[config.mk]
export PLATFORM = sky130hd
export DESIGN_NAME = spi_transaction_sequencer_core
export DESIGN_NICKNAME = d
export VERILOG_FILES = /design/src/spi_ts_pkg.sv /design/src/spi_ts_ram.sv /design/src/spi_ts_front.sv /design/src/spi_ts_back.sv /design/src/spi_transaction_sequencer_core.sv
export SDC_FILE = /design/constraint.sdc
export NUM_CORES = 1
export LEC_CHECK = 0
export BUFFER_PORTS_ARGS = -buffer_cell sky130_fd_sc_hd__buf_2
export CORE_UTILIZATION = 45
export CTS_BUF_LIST = sky130_fd_sc_hd__clkbuf_8
export CTS_CLUSTER_SIZE = 30
export DETAILED_ROUTE_END_ITERATION = 10
export PLACE_DENSITY = 0.67
export SLEW_MARGIN = 20
export SYNTH_ARGS = -nofsm -noshare
export SYNTH_HDL_FRONTEND = slang
export SYNTH_HIERARCHICAL = 1
export SYNTH_SLANG_ARGS = --single-unit
[constraint.sdc]
create_clock -name clk -period 7.7 [get_ports clk]
set_clock_uncertainty 0.15 [all_clocks]
set_input_delay 1.54 -clock clk [delete_from_list [all_inputs] [get_ports clk]]
set_output_delay 1.54 -clock clk [all_outputs]
set_load 0.02 [all_outputs]
[src/spi_ts_pkg.sv]
// Shared types, codes and constants of the SPI transaction sequencer.
package spi_ts_pkg;

  localparam int QUEUE_DEPTH_DEF = 8;
  localparam int SIZE_BITS_DEF   = 12;
  localparam int LEN_PORT_W      = 12;
  localparam int MAX_RESULTS     = 32;
  localparam int RES_CNT_W       = $clog2(MAX_RESULTS + 1);
  localparam int S_TDATA_W       = 56;
  localparam int M_TDATA_W       = 48;
  localparam int CMDQ_DEPTH      = 2;

  localparam logic [1:0] KIND_ENQUEUE  = 2'd0;
  localparam logic [1:0] KIND_COMPLETE = 2'd1;
  localparam logic [1:0] KIND_ERROR    = 2'd2;

  localparam logic [1:0] OP_WRITE      = 2'd0;
  localparam logic [1:0] OP_READ       = 2'd1;
  localparam logic [1:0] OP_WRITE_READ = 2'd2;

  localparam logic [2:0] ACT_ASSERT   = 3'd0;
  localparam logic [2:0] ACT_DEASSERT = 3'd1;
  localparam logic [2:0] ACT_WRITE    = 3'd2;
  localparam logic [2:0] ACT_READ     = 3'd3;
  localparam logic [2:0] ACT_DONE     = 3'd4;

  localparam logic [1:0] STAT_OK      = 2'd0;
  localparam logic [1:0] STAT_ERROR   = 2'd1;
  localparam logic [1:0] STAT_DROPPED = 2'd2;

  typedef enum logic [1:0] {
    PH_IDLE,
    PH_WRITE,
    PH_READ
  } phase_t;

  typedef enum logic [2:0] {
    S_CMD,
    S_BEGIN,
    S_START_WR,
    S_START_RD,
    S_FINISH,
    S_FETCH,
    S_RELEASE,
    S_FLUSH
  } state_t;

  typedef struct packed {
    logic [4:0]            word_bits;
    logic [LEN_PORT_W-1:0] rx_size;
    logic [LEN_PORT_W-1:0] tx_size;
    logic                  cs_hold;
    logic [15:0]           cs_pin;
    logic [3:0]            cs_port;
    logic [1:0]            operation;
    logic [3:0]            tag;
  } desc_t;

  typedef struct packed {
    logic [1:0] kind;
    desc_t      desc;
  } cmd_t;

  typedef struct packed {
    logic [2:0]            action;
    logic [3:0]            out_tag;
    logic [3:0]            out_port;
    logic [15:0]           out_pin;
    logic [LEN_PORT_W-1:0] length;
    logic [4:0]            out_bits;
    logic [1:0]            status;
  } result_t;

endpackage

[src/spi_ts_ram.sv]
// Generic single-write, single-read RAM with registered read data.
module spi_ts_ram #(
  parameter int WIDTH = 8,
  parameter int DEPTH = 8,
  parameter int ADDR_W = (DEPTH > 1) ? $clog2(DEPTH) : 1
) (
  input  logic              clk,
  input  logic              wr_en,
  input  logic [ADDR_W-1:0] wr_addr,
  input  logic [WIDTH-1:0]  wr_data,
  input  logic              rd_en,
  input  logic [ADDR_W-1:0] rd_addr,
  output logic [WIDTH-1:0]  rd_data
);

  logic [WIDTH-1:0] mem [DEPTH];

  always_ff @(posedge clk) begin
    if (wr_en) begin
      mem[wr_addr] <= wr_data;
    end
    if (rd_en) begin
      rd_data <= mem[rd_addr];
    end
  end

endmodule

[src/spi_ts_front.sv]
// Front end: accepts input transactions, drops unknown kinds and queues commands.
module spi_ts_front (
  input  logic                              clk,
  input  logic                              rst,
  input  logic                              s_tvalid,
  output logic                              s_tready,
  input  logic [spi_ts_pkg::S_TDATA_W-1:0] s_tdata,  // tag, operation, cs_port, cs_pin,
                                                     // cs_hold, tx_size, rx_size, word_bits
  input  logic [1:0]                        s_tuser,  // kind
  output logic                              cmd_valid,
  input  logic                              cmd_ready,
  output spi_ts_pkg::cmd_t                  cmd
);
  import spi_ts_pkg::*;

  localparam int PTR_W = (CMDQ_DEPTH > 1) ? $clog2(CMDQ_DEPTH) : 1;
  localparam int CNT_W = $clog2(CMDQ_DEPTH + 1);

  cmd_t             cmdq [CMDQ_DEPTH];
  logic [PTR_W-1:0] wr_ptr;
  logic [PTR_W-1:0] rd_ptr;
  logic [CNT_W-1:0] count;
  cmd_t             in_cmd;
  logic             push;
  logic             pop;

  always_comb begin
    in_cmd.kind                = s_tuser;
    in_cmd.desc.tag            = s_tdata[3:0];
    in_cmd.desc.operation      = s_tdata[5:4];
    in_cmd.desc.cs_port        = s_tdata[9:6];
    in_cmd.desc.cs_pin         = s_tdata[25:10];
    in_cmd.desc.cs_hold        = s_tdata[26];
    in_cmd.desc.tx_size        = s_tdata[38:27];
    in_cmd.desc.rx_size        = s_tdata[50:39];
    in_cmd.desc.word_bits      = s_tdata[55:51];
  end

  assign s_tready  = (count != CNT_W'(CMDQ_DEPTH));
  assign push      = s_tvalid && s_tready &&
                     (s_tuser == KIND_ENQUEUE || s_tuser == KIND_COMPLETE ||
                      s_tuser == KIND_ERROR);
  assign cmd_valid = (count != '0);
  assign pop       = cmd_valid && cmd_ready;
  assign cmd       = cmdq[rd_ptr];

  always_ff @(posedge clk) begin
    if (rst) begin
      wr_ptr <= '0;
      rd_ptr <= '0;
      count  <= '0;
    end else begin
      if (push) begin
        wr_ptr <= (wr_ptr == PTR_W'(CMDQ_DEPTH - 1)) ? '0 : wr_ptr + 1'b1;
      end
      if (pop) begin
        rd_ptr <= (rd_ptr == PTR_W'(CMDQ_DEPTH - 1)) ? '0 : rd_ptr + 1'b1;
      end
      if (push && !pop) begin
        count <= count + 1'b1;
      end else if (pop && !push) begin
        count <= count - 1'b1;
      end
    end
  end

  always_ff @(posedge clk) begin
    if (push) begin
      cmdq[wr_ptr] <= in_cmd;
    end
  end

endmodule

[src/spi_ts_back.sv]
// Back end: transaction state machine, pending descriptor queue and result staging.
module spi_ts_back #(
  parameter int QUEUE_DEPTH = spi_ts_pkg::QUEUE_DEPTH_DEF,
  parameter int SIZE_BITS   = spi_ts_pkg::SIZE_BITS_DEF
) (
  input  logic                clk,
  input  logic                rst,
  input  logic                cmd_valid,
  output logic                cmd_ready,
  input  spi_ts_pkg::cmd_t    cmd,
  output logic                res_valid,
  input  logic                res_ready,
  output spi_ts_pkg::result_t res,
  output logic                res_last
);
  import spi_ts_pkg::*;

  localparam int LEN_W   = (SIZE_BITS < LEN_PORT_W) ? SIZE_BITS : LEN_PORT_W;
  localparam int ENTRY_W = 32 + 2 * LEN_W;
  localparam int PTR_W   = (QUEUE_DEPTH > 1) ? $clog2(QUEUE_DEPTH) : 1;
  localparam int QCNT_W  = $clog2(QUEUE_DEPTH + 1);
  localparam int TX_LO   = 27;
  localparam int RX_LO   = TX_LO + LEN_W;
  localparam int BITS_LO = RX_LO + LEN_W;

  function automatic result_t mk_res(input logic [2:0] act, input logic [3:0] tag,
                                     input logic [3:0] port, input logic [15:0] pin,
                                     input logic [LEN_PORT_W-1:0] len,
                                     input logic [4:0] bits, input logic [1:0] stat);
    result_t r;
    r.action   = act;
    r.out_tag  = tag;
    r.out_port = port;
    r.out_pin  = pin;
    r.length   = len;
    r.out_bits = bits;
    r.status   = stat;
    return r;
  endfunction

  function automatic logic [PTR_W-1:0] ptr_inc(input logic [PTR_W-1:0] p);
    return (p == PTR_W'(QUEUE_DEPTH - 1)) ? '0 : p + 1'b1;
  endfunction

  state_t                state, state_next;
  phase_t                phase, phase_next;
  logic [PTR_W-1:0]      q_rp, q_rp_next;
  logic [PTR_W-1:0]      q_wp, q_wp_next;
  logic [QCNT_W-1:0]     q_count, q_count_next;
  desc_t                 active, active_next;
  logic                  act_err, act_err_next;
  logic                  sel, sel_next;
  logic                  pend_valid;
  result_t               pend;
  logic [RES_CNT_W-1:0]  res_cnt;
  logic                  emit;
  result_t               em;
  logic                  ram_we, ram_re;
  logic [ENTRY_W-1:0]    ram_wdata, ram_rdata;
  desc_t                 cmd_desc_m;
  desc_t                 rd_desc;
  logic [LEN_PORT_W-1:0] start_len;
  logic                  emit_keep, need_push, out_free, push, advance;

  always_comb begin
    cmd_desc_m         = cmd.desc;
    cmd_desc_m.tx_size = LEN_PORT_W'(cmd.desc.tx_size[LEN_W-1:0]);
    cmd_desc_m.rx_size = LEN_PORT_W'(cmd.desc.rx_size[LEN_W-1:0]);
    ram_wdata = {cmd.desc.word_bits, cmd.desc.rx_size[LEN_W-1:0],
                 cmd.desc.tx_size[LEN_W-1:0], cmd.desc.cs_hold, cmd.desc.cs_pin,
                 cmd.desc.cs_port, cmd.desc.operation, cmd.desc.tag};
    rd_desc.tag       = ram_rdata[3:0];
    rd_desc.operation = ram_rdata[5:4];
    rd_desc.cs_port   = ram_rdata[9:6];
    rd_desc.cs_pin    = ram_rdata[25:10];
    rd_desc.cs_hold   = ram_rdata[26];
    rd_desc.tx_size   = LEN_PORT_W'(ram_rdata[TX_LO +: LEN_W]);
    rd_desc.rx_size   = LEN_PORT_W'(ram_rdata[RX_LO +: LEN_W]);
    rd_desc.word_bits = ram_rdata[BITS_LO +: 5];
  end

  spi_ts_ram #(
    .WIDTH (ENTRY_W),
    .DEPTH (QUEUE_DEPTH),
    .ADDR_W(PTR_W)
  ) u_queue (
    .clk    (clk),
    .wr_en  (ram_we && advance),
    .wr_addr(q_wp),
    .wr_data(ram_wdata),
    .rd_en  (ram_re && advance),
    .rd_addr(q_rp),
    .rd_data(ram_rdata)
  );

  always_comb begin
    state_next   = state;
    phase_next   = phase;
    q_rp_next    = q_rp;
    q_wp_next    = q_wp;
    q_count_next = q_count;
    active_next  = active;
    act_err_next = act_err;
    sel_next     = sel;
    emit         = 1'b0;
    em           = '0;
    ram_we       = 1'b0;
    ram_re       = 1'b0;
    cmd_ready    = 1'b0;
    start_len    = (state == S_START_RD) ? active.rx_size : active.tx_size;
    case (state)
      S_CMD: begin
        cmd_ready = 1'b1;
        if (cmd_valid) begin
          case (cmd.kind)
            KIND_ENQUEUE: begin
              if (q_count == QCNT_W'(QUEUE_DEPTH)) begin
                emit       = 1'b1;
                em         = mk_res(ACT_DONE, cmd.desc.tag, '0, '0, '0, '0, STAT_DROPPED);
                state_next = S_FLUSH;
              end else if (phase != PH_IDLE) begin
                ram_we       = 1'b1;
                q_wp_next    = ptr_inc(q_wp);
                q_count_next = q_count + 1'b1;
              end else begin
                active_next = cmd_desc_m;
                sel_next    = 1'b0;
                state_next  = S_BEGIN;
              end
            end
            KIND_COMPLETE: begin
              if (phase != PH_IDLE) begin
                if (phase == PH_WRITE && active.operation == OP_WRITE_READ) begin
                  state_next = S_START_RD;
                end else begin
                  state_next = S_FINISH;
                end
              end
            end
            KIND_ERROR: begin
              if (phase != PH_IDLE) begin
                act_err_next = 1'b1;
                state_next   = S_FINISH;
              end
            end
            default: ;
          endcase
        end
      end
      S_BEGIN: begin
        act_err_next = 1'b0;
        if (active.cs_port == '0 || active.cs_pin == '0) begin
          act_err_next = 1'b1;
          state_next   = S_FINISH;
        end else begin
          emit     = 1'b1;
          em       = mk_res(ACT_ASSERT, active.tag, active.cs_port, active.cs_pin,
                            '0, '0, STAT_OK);
          sel_next = 1'b1;
          case (active.operation)
            OP_WRITE, OP_WRITE_READ: state_next = S_START_WR;
            OP_READ:                 state_next = S_START_RD;
            default: begin
              act_err_next = 1'b1;
              state_next   = S_FINISH;
            end
          endcase
        end
      end
      S_START_WR, S_START_RD: begin
        if (start_len == '0) begin
          act_err_next = 1'b1;
          state_next   = S_FINISH;
        end else begin
          emit       = 1'b1;
          em         = mk_res((state == S_START_RD) ? ACT_READ : ACT_WRITE, active.tag,
                              '0, '0, start_len, active.word_bits, STAT_OK);
          phase_next = (state == S_START_RD) ? PH_READ : PH_WRITE;
          state_next = S_FLUSH;
        end
      end
      S_FINISH: begin
        emit = 1'b1;
        em   = mk_res(ACT_DONE, active.tag, '0, '0, '0, '0,
                      act_err ? STAT_ERROR : STAT_OK);
        if (q_count != '0) begin
          ram_re       = 1'b1;
          q_rp_next    = ptr_inc(q_rp);
          q_count_next = q_count - 1'b1;
          state_next   = S_FETCH;
        end else begin
          state_next = S_RELEASE;
        end
      end
      S_FETCH: begin
        if (sel && (!active.cs_hold || rd_desc.cs_port != active.cs_port ||
                    rd_desc.cs_pin != active.cs_pin)) begin
          emit = 1'b1;
          em   = mk_res(ACT_DEASSERT, active.tag, active.cs_port, active.cs_pin,
                        '0, '0, STAT_OK);
        end
        sel_next    = 1'b0;
        phase_next  = PH_IDLE;
        active_next = rd_desc;
        state_next  = S_BEGIN;
      end
      S_RELEASE: begin
        if (sel) begin
          emit = 1'b1;
          em   = mk_res(ACT_DEASSERT, active.tag, active.cs_port, active.cs_pin,
                        '0, '0, STAT_OK);
        end
        sel_next   = 1'b0;
        phase_next = PH_IDLE;
        state_next = S_FLUSH;
      end
      S_FLUSH: begin
        state_next = S_CMD;
      end
      default: begin
        state_next = S_CMD;
      end
    endcase
  end

  assign emit_keep = emit && (res_cnt < RES_CNT_W'(MAX_RESULTS));
  assign need_push = pend_valid && (emit_keep || state == S_FLUSH);
  assign out_free  = !res_valid || res_ready;
  assign push      = need_push && out_free;
  assign advance   = !need_push || out_free;

  always_ff @(posedge clk) begin
    if (rst) begin
      state   <= S_CMD;
      phase   <= PH_IDLE;
      q_rp    <= '0;
      q_wp    <= '0;
      q_count <= '0;
      act_err <= 1'b0;
      sel     <= 1'b0;
    end else if (advance) begin
      state   <= state_next;
      phase   <= phase_next;
      q_rp    <= q_rp_next;
      q_wp    <= q_wp_next;
      q_count <= q_count_next;
      act_err <= act_err_next;
      sel     <= sel_next;
    end
  end

  always_ff @(posedge clk) begin
    if (advance) begin
      active <= active_next;
    end
  end

  always_ff @(posedge clk) begin
    if (rst) begin
      pend_valid <= 1'b0;
      res_cnt    <= '0;
    end else if (advance) begin
      if (state == S_FLUSH) begin
        pend_valid <= 1'b0;
        res_cnt    <= '0;
      end else if (emit_keep) begin
        pend_valid <= 1'b1;
        res_cnt    <= res_cnt + 1'b1;
      end
    end
  end

  always_ff @(posedge clk) begin
    if (advance && emit_keep && state != S_FLUSH) begin
      pend <= em;
    end
  end

  always_ff @(posedge clk) begin
    if (rst) begin
      res_valid <= 1'b0;
    end else if (push) begin
      res_valid <= 1'b1;
    end else if (res_ready) begin
      res_valid <= 1'b0;
    end
  end

  always_ff @(posedge clk) begin
    if (push) begin
      res      <= pend;
      res_last <= (state == S_FLUSH);
    end
  end

  a_count_bound: assert property (@(posedge clk) disable iff (rst)
    q_count <= QCNT_W'(QUEUE_DEPTH))
    else $error("pending queue count exceeds its depth");

  a_select_phase: assert property (@(posedge clk) disable iff (rst)
    (state == S_CMD) |-> (sel == (phase != PH_IDLE)))
    else $error("chip select state disagrees with the phase between transactions");

  a_idle_empty: assert property (@(posedge clk) disable iff (rst)
    (state == S_CMD && phase == PH_IDLE) |-> (q_count == '0))
    else $error("pending entries left while no transaction is active");

  a_flushed: assert property (@(posedge clk) disable iff (rst)
    (state == S_CMD) |-> !pend_valid)
    else $error("held result not delivered before the next command");

  a_res_bound: assert property (@(posedge clk) disable iff (rst)
    res_cnt <= RES_CNT_W'(MAX_RESULTS))
    else $error("result count exceeds its limit");

endmodule

[src/spi_transaction_sequencer_core.sv]
// Top level of the SPI transaction sequencer: front end, back end and port packing.
//
// Channel  Direction  Handshake          Contents
// s_*      in         s_tvalid/s_tready  descriptor or shift engine event, kind in s_tuser
// m_*      out        m_tvalid/m_tready  chip select, start and done actions, m_tlast on final
//
// An enqueue that finds a transaction active is stored in the pending queue without leaving the command state.
// A transaction that starts passes in order through command, chip select, start and result flush.
// Each further entry of a completion chain passes through fetch, chip select,
// an optional start, then a done or the flush, in the order of the state machine, after the
// registered read of the pending queue memory.
// Reset is synchronous and clears all control state; no clearing pass is needed.
// A stalled output holds the state machine; two commands queue in front of it meanwhile.
module spi_transaction_sequencer_core #(
  parameter int QUEUE_DEPTH = spi_ts_pkg::QUEUE_DEPTH_DEF,
  parameter int SIZE_BITS   = spi_ts_pkg::SIZE_BITS_DEF
) (
  input  logic                              clk,
  input  logic                              rst,
  input  logic                              s_tvalid,
  output logic                              s_tready,
  input  logic [spi_ts_pkg::S_TDATA_W-1:0] s_tdata,  // tag, operation, cs_port, cs_pin,
                                                     // cs_hold, tx_size, rx_size, word_bits
  input  logic [1:0]                        s_tuser,  // kind
  output logic                              m_tvalid,
  input  logic                              m_tready,
  output logic [spi_ts_pkg::M_TDATA_W-1:0] m_tdata,  // out_tag, out_port, out_pin, length,
                                                     // out_bits, status, zero fill
  output logic [2:0]                        m_tuser,  // action
  output logic                              m_tlast
);
  import spi_ts_pkg::*;

  logic    cmd_valid;
  logic    cmd_ready;
  cmd_t    cmd;
  result_t res;

  spi_ts_front u_front (
    .clk      (clk),
    .rst      (rst),
    .s_tvalid (s_tvalid),
    .s_tready (s_tready),
    .s_tdata  (s_tdata),
    .s_tuser  (s_tuser),
    .cmd_valid(cmd_valid),
    .cmd_ready(cmd_ready),
    .cmd      (cmd)
  );

  spi_ts_back #(
    .QUEUE_DEPTH(QUEUE_DEPTH),
    .SIZE_BITS  (SIZE_BITS)
  ) u_back (
    .clk      (clk),
    .rst      (rst),
    .cmd_valid(cmd_valid),
    .cmd_ready(cmd_ready),
    .cmd      (cmd),
    .res_valid(m_tvalid),
    .res_ready(m_tready),
    .res      (res),
    .res_last (m_tlast)
  );

  assign m_tdata = {5'b0, res.status, res.out_bits, res.length, res.out_pin,
                    res.out_port, res.out_tag};
  assign m_tuser = res.action;

endmodule
==> Word level (Yosys, flattened, before mapping) <==
Memories as Yosys holds them, arrays and structs flattened. A register that Yosys moved wholly into a read port is not among the register bits.
Index checks and enable logic that the tools add are counted.
{ "totals": {"ff_bits": 178, "ramBits": 564, "inputBits": 62, "output_inout_bits": 54, "word_cells": 226, "n_memories": 2} }
{ "memory_table": {"columns": ["memory", "words", "width", "read_ports", "rd_ports_with_merged_regs", "wr", "line", "text"], "rows": [
  ["u_back.u_queue.mem", 8, 56, 1, 1, 1, "spi_ts_ram.sv:16", "logic [WIDTH-1:0] mem [DEPTH];"],
  ["u_front.cmdq", 2, 58, 1, 1, 1, "spi_ts_front.sv:19", "cmd_t cmdq [CMDQ_DEPTH];"]
]} }
{ "classes": {"addsub": 9, "magnitude_cmp": 1, "eq_ne": 35, "n_mux": 84, "bitwise": 1, "reduce_logical": 58} }
{ "ops": {"columns": ["operator", "n"], "rows": [
  ["46-bit case mux with 6 select lines", 1],
  ["56-bit two-way mux", 4],
  ["46-bit two-way mux", 4],
  ["56-bit case mux with 2 select lines", 1],
  ["44-bit two-way mux", 2],
  ["43-bit two-way mux", 1],
  ["1-bit two-way mux", 40],
  ["3-bit two-way mux", 9],
  ["6-bit AND reduction", 4],
  ["3-bit case mux with 7 select lines", 1],
  ["4-bit two-way mux", 5],
  ["3-bit equality test (second input constant)", 6],
  ["16-bit logical NOT", 1],
  ["16-bit inequality test", 1],
  ["2-bit inequality test (second input constant)", 8],
  ["2-bit nonzero test", 8],
  ["1-bit logical AND", 14],
  ["7-bit AND reduction", 2],
  ["12-bit logical NOT", 1],
  ["12-bit two-way mux", 1],
  ["2-bit two-way mux", 6],
  ["6-bit two-way mux", 2],
  ["3-bit case mux with 3 select lines", 1],
  ["2-bit by 1-bit equality test with 1-bit output (second input constant)", 4],
  ["35 further kinds", 61]
]} }

==> Longest topological paths before layout <==
{ "logic_depth": {"word_depth": 14, "depth_mapped": 11, "mapped_depth_nobuf": 9} }

==> Hierarchy <==
Netlist, hierarchy kept.
{ "by_module_without_submodules": {"columns": ["mod", "instances", "cells_each", "area_per_inst_um2", "seq_area_each_um2"], "rows": [
  ["spi_ts_ram", 1, 716, 18535.3, 15134.5],
  ["spi_ts_back", 1, 539, 7603.5, 4974.8],
  ["spi_ts_front", 1, 205, 4425.5, 3583.4],
  ["spi_transaction_sequencer_core", 1, 6, 41.3, 0.0]
]} }

==> Least setup slack after synthesis <==
OpenSTA, ideal clock, no wires.
{ "synth_timing": {"path_kind": "reg2reg", "start": "register with a tool-made name", "end": "memory u_back/u_queue/mem[0][0] (netlist name) (enable)", "setup_ps": 539, "arrival_time_ps": 5712, "t_required_ps": 7011, "path_slack_ps": 1299, "path_stages_with_launch": 10, "n_path_buf": 1, "period_less_slack_ps": 6401, "path_cell_list": "dfxtp_1 -> buf_2 -> mux2_2 -> inv_1 -> ha_1 -> nand2_1 -> a22o_1 -> nor2_1 -> nand2b_1 -> nor3_1"} }
{ "synth_lines": {"columns": ["item", "line"], "rows": [
  ["end: declaration", "spi_ts_ram.sv:16"]
]} }

==> Final worst setup path <==
{ "layout_timing": {"start": "register u_back.state[0]", "end": "memory u_back/u_queue/mem[5][11] (netlist name) (enable)"} }
{ "layout_between": {"elab_chain_cells": 13, "elab_cells_between_ends": 22, "classes_between": "7 x eq/ne; 6 x mux; 9 x reduce/logical"} }
{ "layout_lines": {"columns": ["item", "line", "text"], "rows": [
  ["start: declaration", "spi_ts_back.sv:45", "state_t state, state_next;"],
  ["start signal: assignment", "spi_ts_back.sv:242", "state <= state_next;"],
  ["3-bit by 2-bit equality test with 1-bit output", "spi_ts_back.sv:110, spi_ts_back.sv:111", null],
  ["12-bit two-way mux", "spi_ts_back.sv:110", "start_len = (state == S_START_RD) ? active.rx_size : active.tx_size;"],
  ["12-bit logical NOT", "spi_ts_back.sv:171", "if (start_len == '0) begin"],
  ["1-bit two-way mux", "spi_ts_back.sv:171", null],
  ["1-bit case mux with 6 select lines", "spi_ts_back.sv:111", "case (state)"],
  ["1-bit logical AND", "spi_ts_back.sv:226", "assign emit_keep = emit && (res_cnt < RES_CNT_W'(MAX_RESULTS));"],
  ["1-bit logical OR", "spi_ts_back.sv:227", "assign need_push = pend_valid && (emit_keep || state == S_FLUSH);"],
  ["1-bit logical AND", "spi_ts_back.sv:227", null],
  ["1-bit logical NOT", "spi_ts_back.sv:230", "assign advance = !need_push || out_free;"],
  ["1-bit logical OR", "spi_ts_back.sv:230", null],
  ["1-bit logical AND (*)", "spi_ts_back.sv:88", ".wr_en (ram_we && advance),"],
  ["1-bit two-way mux (*)", "spi_ts_ram.sv:19", "if (wr_en) begin"],
  ["1-bit two-way mux (implied by the code) (*)", "spi_ts_ram.sv:20", "mem[wr_addr] <= wr_data;"]
]} }
Every way passes the cells marked *; elsewhere a longest branch is shown, timed or not.

==> summary.md <==
| Metric | Value |
|---|---|
| Clk_lat worst skew | 730 ps |
| Max incr delay on CP | 720 ps |
| Buf+Inv Stages, Crit Path | 2 |
| Hold Path Class | flop to flop |
| Hold-fix buffer count after cts | 0 |
| DRT antenna net count | 0 |
| Clock share of power | 28.5% |
| Required time worst endpoint | 7900 ps |
| Slew @ Worst Pin | 1013 ps |
| TritonCTS Buffers | 121 |
| CP Max Fanout | 37 |
| Worst r2r src | u_back/state[0] |
| Overflow after GRT | 0 |
| Status | completed |
| FF-to-FF setup slack | 3350 ps |
| Unique cell type count in the Yosys netlist | 64 |
| Via density | 5.494 |
| Die Wd | 262.8 um |
| Mean post-synth cell area | 20.88 um^2 |
| Yosys reg bits | 799 |
| Maxcap violations | 0 |
| GR Util All Layers | 18.29% |
| Share of flip-flops with an asynchronous set or reset | 0% |
| Total Wirelength | 62.25 mm |
| Mapped Area | 0.03061 mm^2 |
| Setup TNS | 0 ps |
| Final period util | 56.46% |
| Pre-antenna DRT Iters | 8 |
| Share of layout cells above drive strength 1 | 33.62% |
| Sequential power share | 55.2% |
| Largest net degree at the start of global routing | 72 |
| Slew headroom | 32.50% |
| Sw Pwr | 2.991 mW |
| Critical path capture point type | flop |
| Peak VDD IR | 222.9 uV |
| CP Cell Sequence | or3_4, inv_2, nand2_1, a22o_1, nor2_1, nand2_1, nor2_4, buf_4 |
| Initial Util | 45.49% |
| Kind of cell adding the most delay to the critical path | simple AND/OR/NAND/NOR gates |
| Most common cell after layout, fill and taps aside | edfxtp_1 |
| Worst hold slack | 264.7 ps |
| Worst hold start | u_back/pend[15] |
| Routed WL per cell | 23.62 um |
| Resized cells post-CTS | 0 |
| DRC violations left | 0 |
| Die ar. | 0.06906 mm^2 |
| Count of final setup violators | 0 |
| Core Util, Final | 51.09% |
| Final hold vios | 0 |
| Area grow syn2layout | 12.30% |
| Leak Pwr | 11.09 nW |
| Antenna violations before repair | 3 |
| Comb pwr share | 16.3% |
| # clock sinks | 799 |
| Synth Instances | 1466 |
| Maximum clock path buffer count | 3 |
| RD Place Congestion | 0.8665 |
| Setup Crit Path Kind | flop to flop |
| Hold Path Cell Cnt | 0 |
| Worst R2R Path Depth | 8 |
| EDFF count, synth | 769 |
| Pwr/cell area | 316.7 mW/mm^2 |
| CP dominant cell by count | nand2_1 |
| Synthesis warning total | 6 |
| Switch share | 27.48% |
| Htree depth | 3 |
| Worst Path Arrival | 4540 ps |
| Clock root cell | clkbuf_8 |
| Core footprint | 0.06728 mm^2 |
| RSZ-0062 raised after global routing | no |
| IO buf count | 110 |
| Nets | 1738 |
| Total setup buffers inserted after CTS | 0 |
| Reg clk slew, reported paths | 70 ps |
| Die Height | 262.8 um |
| Starting DRT DRC Count | 1516 |
| Sequential area share after synthesis | 77.41% |
| CP Launch Type | flop |
| Ys flop type | edfxtp_1 |
| Number of global-route vias before repair | 14930 |
| Vias | 14480 |
| Period minus WS final | 4347 ps |
| Core Rows | 95 |
| Most frequent cells in the layout | edfxtp_1, mux2_2, clkbuf_8, mux4_2, buf_2 |
| CP max stage cell | nor2_4 |
| Dpl hpwl | 36.88 mm |
| Max Clock Freq | 230.0 MHz |
| CTS tree | built |
| Top Ports | 116 |
| WHS Endpoint | u_back/res[15] |
| Max Slew Vio Count | 0 |
| Worst r2r dst | u_back/u_queue/mem[5][11] |
| First-pass GRT wire length | 93.65 mm |
| P_int | 7.895 mW |
-- flip-flops by register name, summed over array words and instances (netlist names), 2 cells and up, named ones only --
name                    flops
u_back/u_queue/mem        448
u_front/cmdq              116
u_back/active              56
u_back/u_queue/rd_data     56
u_back/pend                46
u_back/res                 46
u_back/res_cnt              6
u_back/q_count              4
u_back/q_rp                 3
u_back/q_wp                 3
u_back/state                3
u_back/phase                2
u_front/count               2
-- synth_stat cells (2+ instances only) --
cell | number | area, um^2
mux2_2 | 170 | 1914
buf_2 | 12 | 60.06
a22o_1 | 5 | 43.79
nor2_1 | 52 | 195.2
buf_6 | 12 | 135.1
inv_1 | 12 | 45.04
o2bb2ai_1 | 2 | 17.52
buf_1 | 9 | 33.78
dfxtp_1 | 30 | 600.6
xnor2_1 | 14 | 122.6
xor2_1 | 12 | 105.1
nand4_1 | 5 | 31.28
nor4_1 | 12 | 75.07
clkbuf_1 | 22 | 82.58
a31oi_1 | 6 | 37.54
a211o_1 | 2 | 17.52
nand2_1 | 24 | 90.09
mux2i_1 | 21 | 210.2
nor2b_1 | 28 | 175.2
buf_4 | 6 | 45.04
o21ai_0 | 16 | 80.08
or3_1 | 3 | 18.77
and2_1 | 8 | 50.05
o21ai_1 | 2 | 10.01
nand2b_1 | 9 | 56.30
nand3_1 | 7 | 35.03
o211ai_1 | 2 | 15.01
o21a_1 | 2 | 15.01
mux4_2 | 112 | 2522
and3_1 | 6 | 37.54
and4_1 | 4 | 35.03
ha_1 | 11 | 137.6
or4_1 | 3 | 22.52
edfxtp_1 | 769 | 23090
a21oi_1 | 15 | 75.07
nor3_1 | 6 | 30.03
nor4b_1 | 3 | 26.28
or2_2 | 2 | 12.51
a211oi_1 | 4 | 30.03
a21o_1 | 2 | 15.01
-- routing by layer --
metal	GRT usage, %	part of all wire [%]	vias up
met1	25.39	44	7562
met3	3.748	5.9	104
met5	0	0	-
li1	-	-	6340
met2	28.73	48	471
met4	6.645	2.3	0
-- final cells by class --
class	count	area [um^2]
Antenna cell	1	2.502
Timing Repair Buffer	132	748.2
Multi-Input combinational cell	596	6608
Tap cell	873	1092
Inverter	14	52.55
Clock inverter	92	401.6
Fill cell	5328	32910
Sequential cell	799	23700
Clock buffer	128	1762
-- stage by stage --
stage               instances  total power [mW]  worst slack, ps  area [um^2]
floorplan                1470             7.223             1299        30620
global placement         2412             7.814             3382        32150
detailed placement       2413             7.888             3400        32170
CTS                      2633             11.02             3420        34340
global route             2635             11.37             3136        34370
finish                   2635             10.89             3353        34370
-- power groups by stage --
stage | Sequential [mW] | Combinational [mW] | Clock [mW]
global route | 6.06 | 1.93 | 3.38
finish | 6.01 | 1.78 | 3.10
floorplan | 6.04 | 1.19 | 0
global placement | 6.08 | 1.74 | 0
detailed placement | 6.10 | 1.78 | 0
CTS | 6.02 | 1.80 | 3.20
-- how the worst max path moves through the flow --
| stage | startpoint | end | slack (ps) | depth (start not counted) |
|---|---|---|---|---|
| global placement | u_back/state[0] | u_back/u_queue/mem[3][17] | 3380 | 8 |
| CTS | u_back/state[0] | u_back/u_queue/mem[5][9] | 3420 | 7 |
| floorplan | flop | u_back/u_queue/mem[0][0] | 1300 | 9 |
| global route | u_back/state[0] | u_back/u_queue/mem[5][7] | 3140 | 7 |
| detailed placement | u_back/state[0] | u_back/u_queue/mem[5][10] | 3400 | 7 |
| finish | u_back/state[0] | u_back/u_queue/mem[5][11] | 3350 | 8 |
-- kinds of logic (layout without fill, tap and decap cells) --
group                      count (synthesis)  count (layout)  share of synthesized area [%]
AOI/OAI and AO/OA                         66              66                          1.431
and+or+nand+nor                          182             182                          3.262
xor gates and xnor gates                  27              27                         0.7972
adders and majority gates                 12              12                         0.5151
DFF                                      799             799                          77.41
other                                      1               6                        0.01225
buffers and inverters                     75             366                          1.337
muxes                                    304             304                          15.23
Power figures use the tool's default switching activity.
